$ cat src/hdl/bftv_pkg.sv
`timescale 1ns / 1ps
// Shared types, constants and arctangent table for the body frame target velocity block.
// No dependencies; every other file of the block imports this package.
package bftv_pkg;

    localparam int COORD_WIDTH_DEF  = 16;
    localparam int ANGLE_WIDTH_DEF  = 16;
    localparam int CORDIC_STEPS_DEF = 16;
    localparam int MAX_STEPS        = 24;

    localparam int HEADING_W  = 16;
    localparam int OUT_W      = 16;
    localparam int RADIUS_W   = 15;
    localparam int GAIN_W     = 8;
    localparam int SPEED_W    = 12;
    localparam int CFG_IDX_W  = 2;
    localparam int CFG_DATA_W = 16;

    // world command width: holds +-2^26 and the far speed
    localparam int VEC_W     = 28;
    // rotation datapath width
    localparam int ROT_W     = 46;
    localparam int NEAR_LIMIT = 1 << 26;
    localparam logic signed [31:0] INV_K_Q30 = 32'sd652032874;

    localparam logic [RADIUS_W-1:0] RADIUS_RESET = 15'd10;
    localparam logic [GAIN_W-1:0]   GAIN_RESET   = 8'd30;
    localparam logic [SPEED_W-1:0]  SPEED_RESET  = 12'd300;

    typedef enum logic [CFG_IDX_W-1:0] {
        REG_NEAR_RADIUS = 2'd0,
        REG_NEAR_GAIN   = 2'd1,
        REG_MAX_SPEED   = 2'd2
    } cfg_reg_t;

    function automatic int step_count(input int steps);
        return (steps < MAX_STEPS) ? steps : MAX_STEPS;
    endfunction

    // atan(2^-i) as a 32-bit fraction of a turn
    function automatic logic [31:0] atan_turn32(input int i);
        logic [31:0] e;
        case (i)
            0:  e = 32'h20000000;
            1:  e = 32'h12E4051E;
            2:  e = 32'h09FB385B;
            3:  e = 32'h051111D4;
            4:  e = 32'h028B0D43;
            5:  e = 32'h0145D7E1;
            6:  e = 32'h00A2F61E;
            7:  e = 32'h00517C55;
            8:  e = 32'h0028BE53;
            9:  e = 32'h00145F2F;
            10: e = 32'h000A2F98;
            11: e = 32'h000517CC;
            12: e = 32'h00028BE6;
            13: e = 32'h000145F3;
            14: e = 32'h0000A2FA;
            15: e = 32'h0000517D;
            16: e = 32'h000028BE;
            17: e = 32'h0000145F;
            18: e = 32'h00000A30;
            19: e = 32'h00000518;
            20: e = 32'h0000028C;
            21: e = 32'h00000146;
            22: e = 32'h000000A3;
            default: e = 32'h00000051;
        endcase
        return e;
    endfunction

    // table entry rounded half up to an angle of aw bits
    function automatic logic [31:0] atan_step(input int i, input int aw);
        logic [32:0] e;
        e = {1'b0, atan_turn32(i)} + (33'd1 << (31 - aw));
        return e[32:1] >> (31 - aw);
    endfunction

endpackage

$ cat src/hdl/bftv_queue.sv
`timescale 1ns / 1ps
// Short register queue between the front and back pipelines.
// Depends on bftv_pkg, which supplies the default of WIDTH.
module bftv_queue
    import bftv_pkg::*;
#(
    parameter int WIDTH = 2 * VEC_W + ANGLE_WIDTH_DEF + 1,
    parameter int DEPTH = 4
) (
    input  logic             aclk,
    input  logic             aresetn,
    input  logic             wr_valid,
    output logic             wr_ready,
    input  logic [WIDTH-1:0] wr_data,
    output logic             rd_valid,
    input  logic             rd_ready,
    output logic [WIDTH-1:0] rd_data
);

    localparam int PW = $clog2(DEPTH);

    logic [WIDTH-1:0] slot_reg [DEPTH];
    logic [PW-1:0]    wr_ptr_reg, rd_ptr_reg;
    logic [PW:0]      count_reg, count_next;
    logic             push, pop;

    assign wr_ready = (count_reg != (PW+1)'(DEPTH));
    assign rd_valid = (count_reg != '0);
    assign rd_data  = slot_reg[rd_ptr_reg];
    assign push     = wr_valid && wr_ready;
    assign pop      = rd_valid && rd_ready;

    always_comb begin
        count_next = count_reg;
        if (push && !pop) begin
            count_next = count_reg + 1'b1;
        end else if (pop && !push) begin
            count_next = count_reg - 1'b1;
        end
    end

    always_ff @(posedge aclk) begin
        if (!aresetn) begin
            wr_ptr_reg <= '0;
            rd_ptr_reg <= '0;
            count_reg  <= '0;
        end else begin
            if (push) wr_ptr_reg <= wr_ptr_reg + 1'b1;
            if (pop)  rd_ptr_reg <= rd_ptr_reg + 1'b1;
            count_reg <= count_next;
        end
        if (push) begin
            slot_reg[wr_ptr_reg] <= wr_data;
        end
    end

endmodule

$ cat config.mk
export PLATFORM = sky130hd
export DESIGN_NAME = bftv_queue
export DESIGN_NICKNAME = d
export VERILOG_FILES = /design/src/hdl/bftv_pkg.sv /design/src/hdl/bftv_queue.sv
export SDC_FILE = /design/constraint.sdc
export NUM_CORES = 1
export LEC_CHECK = 0
export BUFFER_PORTS_ARGS = -buffer_cell sky130_fd_sc_hd__buf_4
export CAP_MARGIN = 20
export CELL_PAD_IN_SITES_DETAIL_PLACEMENT = 1
export CELL_PAD_IN_SITES_GLOBAL_PLACEMENT = 1
export CORE_MARGIN = 1
export CORE_UTILIZATION = 45
export DETAILED_ROUTE_END_ITERATION = 6
export MAX_ROUTING_LAYER = met4
export PLACE_DENSITY = 0.71
export SYNTH_ARGS = -nofsm -noshare
export SYNTH_HDL_FRONTEND = slang
export SYNTH_SLANG_ARGS = --single-unit
$ cat constraint.sdc
create_clock -name aclk -period 3.4 [get_ports aclk]
set_input_delay 0.34 -clock aclk [delete_from_list [all_inputs] [get_ports aclk]]
set_output_delay 0.34 -clock aclk [all_outputs]
set_load 0.005 [all_outputs]
==> flow_metrics.env <==
export IMPL_postCtsSetupBuffers=0
export IMPL_syn_area_per_cell_um2=25.8
export IMPL_grt_max_degree=48
export IMPL_grt_pass1_vias=5791
export IMPL_final_net_count=691
export IMPL_antenna_found_initial=0
export IMPL_final_period_utilization_pct=81.8
export IMPL_tns_ns=0
export IMPL_io_pins=152
export IMPL_timing_rr_end="count_reg[2]$_SDFFE_PN0P_"
export IMPL_portBuffers=151
export IMPL_cts_buffers=34
export IMPL_powerDensity_nw_per_um2=776
export IMPL_num_rows=57
export IMPL_start_util_pct=45.7
export IMPL_first_pass_iters=6
export IMPL_gr_usage_all_layers_pct=18.4
export IMPL_synthesis_nets=512
export IMPL_clock_skew_ns=0.00867
export IMPL_cts_buffer_depth=3
export IMPL_netlist_area_um2=11100
export IMPL_via_per_inst=5.25
export IMPL_finalCriticalPeriod_ns=2.78
export IMPL_grt_first_pass_wirelength_um=33800
export IMPL_worstSetupPathType="flop to output port"
export IMPL_reg2reg_depth=8
export IMPL_cts_hold_buf=0
export IMPL_cpPeakStageDelay_ns=0.78
export IMPL_synthXorXnorAreaFrac_pct=0.316
export IMPL_place_congestion=0.734
export IMPL_slew_viol_final=0
export IMPL_setup_viol=0
export IMPL_die_height_um=159
export IMPL_worstPathArrival_ns=2.44
export IMPL_yosys_area_share_simple_pct=0.824
export IMPL_synth_mux_area_fraction_pct=15.1
export IMPL_cp_required_ns=3.06
export IMPL_peakVddDrop_mv=0.425
export IMPL_first_iter_violations=344
export IMPL_hold_end="slot_reg[0][40]$_DFFE_PP_"
export IMPL_r2r_setup_slack_ns=0.96
export IMPL_clk_latency_ns=0.50
export IMPL_drc_errors=0
export IMPL_wl_per_cell_um=23.1
export IMPL_largest_reg_flops=292
export IMPL_status="completed"
export IMPL_ys_ff_latch=301
export IMPL_synth_compound_area_share_pct=0.406
export IMPL_worstHoldPathCells=1
export IMPL_wirelength_um=22100
export IMPL_worstMarginPinSlew_ns=0.749
export IMPL_nFillCells=2104
export IMPL_ctsResizeCount=0
export IMPL_crit_path_cell_trace="buf_4 > mux4_2 > buf_4"
export IMPL_worst_path_most_repeated_cell="buf_4"
export IMPL_ant_nets=0
export IMPL_power_leakage_nw=4.63
export IMPL_cts_tree="built"
export IMPL_timing_fmax_mhz=360
export IMPL_timing_rr_start="count_reg[0]$_SDFFE_PN0P_"
export IMPL_syn_inst=429
export IMPL_final_cells=958
export IMPL_hpwl_um=13400
export IMPL_finalHoldViolCount=0
export IMPL_seq_area_frac_synth_pct=80.7
export IMPL_hold_start="wr_data[40]"
export IMPL_die_w_um=159
export IMPL_area_growth_pct=23.6
export IMPL_synth_top_family_by_area="multiplexers"
export IMPL_antennaDiodeCount=0
export IMPL_hold_path_class="input port to flop"
export IMPL_fp_dieArea_um2=25300
export IMPL_rsz0062_at_grt="false"
export IMPL_synth_adder_area_share_pct=0.745
export IMPL_drive_above_1_share_pct=46.2
export IMPL_cts_htree_levels=2
export IMPL_num_vias=5033
export IMPL_critPathMaxFanout=30
export IMPL_drv_cap=0
export IMPL_yosys_cell_types_count=25
export IMPL_dp_cells=896
export IMPL_root_buffer="clkbuf_16"
export IMPL_overflow=0
export IMPL_relSlewSlack_pct=50.0
export IMPL_cp_end_kind="output port"
export IMPL_startpoint_type="flop"
export IMPL_clkSinkCount=301
export IMPL_clkTransAtPathRegs_ns=0.06
export IMPL_slowest_stage="dfxtp_4"
export IMPL_core_area_um2=24200
export IMPL_ys_warn_count=0
==> final cells by class <==
type | count | area (µm²) | share of cell area [%]
Sequential cell | 301 | 8960 | 65.4
Multi-Input combinational cell | 108 | 1940 | 14.2
Timing Repair Buffer | 160 | 1260 | 9.22
Clock buffer | 42 | 945 | 6.89
Tap cell | 324 | 405 | 2.96
Clock inverter | 20 | 180 | 1.31
Inverter | 3 | 11.3 | 0.0822
==> Yosys cell counts, drive strengths merged <==
master,instances,area (µm²)
nor2,1,3.75
mux4,73,1650
inv,3,11.3
fa,1,20.0
mux2i,3,30.0
ha,5,62.6
and2,8,50.1
edfxtp,292,8770
o311ai,1,8.76
or3,2,12.5
xor2,1,8.76
nand2,5,18.8
xnor2,3,26.3
dfxtp,9,180
clkbuf,2,8.75
o31ai,1,12.5
nor2b,1,6.26
a21boi,2,18.8
o21ai,1,5.00
buf,15,186
==> report_power, final <==
group          leakage (nW)  switching, W  internal, W
Combinational          1.31      0.000917      0.00133
Clock                 0.559       0.00141      0.00221
Sequential             2.75      0.000255      0.00451
==> cell families after synthesis <==
| kind of cell | count (synthesis) |
|---|---|
| AOI/OAI and AO/OA | 5 |
| adders and majority gates | 6 |
| buffers and inverters | 20 |
| muxes | 76 |
| and+or+nand+nor | 17 |
| DFF | 301 |
| xor gates and xnor gates | 4 |
==> placed cells by master (no fill, tap or decap), types with 3 or more instances in the layout <==
| cell | instances |
|---|---|
| buf_12 | 5 |
| nand2_1 | 5 |
| clkbuf_16 | 37 |
| mux2i_1 | 3 |
| clkinv_2 | 10 |
| edfxtp_1 | 292 |
| dfxtp_1 | 7 |
| clkinv_1 | 4 |
| mux4_2 | 72 |
| inv_1 | 3 |
| clkbuf_1 | 5 |
| buf_4 | 155 |
| ha_1 | 5 |
| bufinv_16 | 3 |
| and2_1 | 4 |
| xnor2_1 | 3 |
| and2_4 | 4 |
==> worst max-delay path by stage <==
stage | startpoint | endpoint | slack, ns | cells after the start
floorplan | count_reg[0]$_SDFFE_PN0P_ | slot_reg[2][0]$_DFFE_PP_ | 0.41 | 3
global placement | flop | rd_data[50] | 1.09 | 3
detailed placement | count_reg[0]$_SDFFE_PN0P_ | count_reg[2]$_SDFFE_PN0P_ | 1.0 | 8
CTS | flop | rd_data[17] | 0.54 | 3
global route | flop | rd_data[17] | 0.45 | 3
finish | flop | rd_data[16] | 0.62 | 3
==> through the flow <==
| stage | area, µm² | utilization, % | hold slack [ns] | setup WS (ns) | power, W |
|---|---|---|---|---|---|
| after CTS | 13700 | 56.5 | 0.0124 | 0.538 | 0.0108 |
| after global placement | 12600 | 51.9 | 0.475 | 1.09 | 0.00706 |
| after floorplan | 11100 | - | 0.439 | 0.410 | 0.00614 |
| final | 13700 | 56.5 | 0.0367 | 0.619 | 0.0106 |
| after detailed placement | 12600 | 51.9 | 0.503 | 0.996 | 0.00715 |
| after global routing | 13700 | 56.5 | 0.0126 | 0.453 | 0.0111 |
==> layer usage <==
metal  track usage (%)  share of wire (%)  vias up  wire (µm)
li1                  -                  -     2191          -
met1              21.3                 40     2680       8790
met2              32.1                 53      133      11700
met3              4.66                5.6       29       1250
met4              4.90                1.6        0        347
met5                 -                  0        -          0
==> critical path, delay by kind of cell (launching register included) <==
family | cells | cell delay, ns
buffers and inverters | 2 | 0.58
DFF | 1 | 0.78
muxes | 1 | 0.57
No activity file was read; power rests on OpenSTA's default activity.
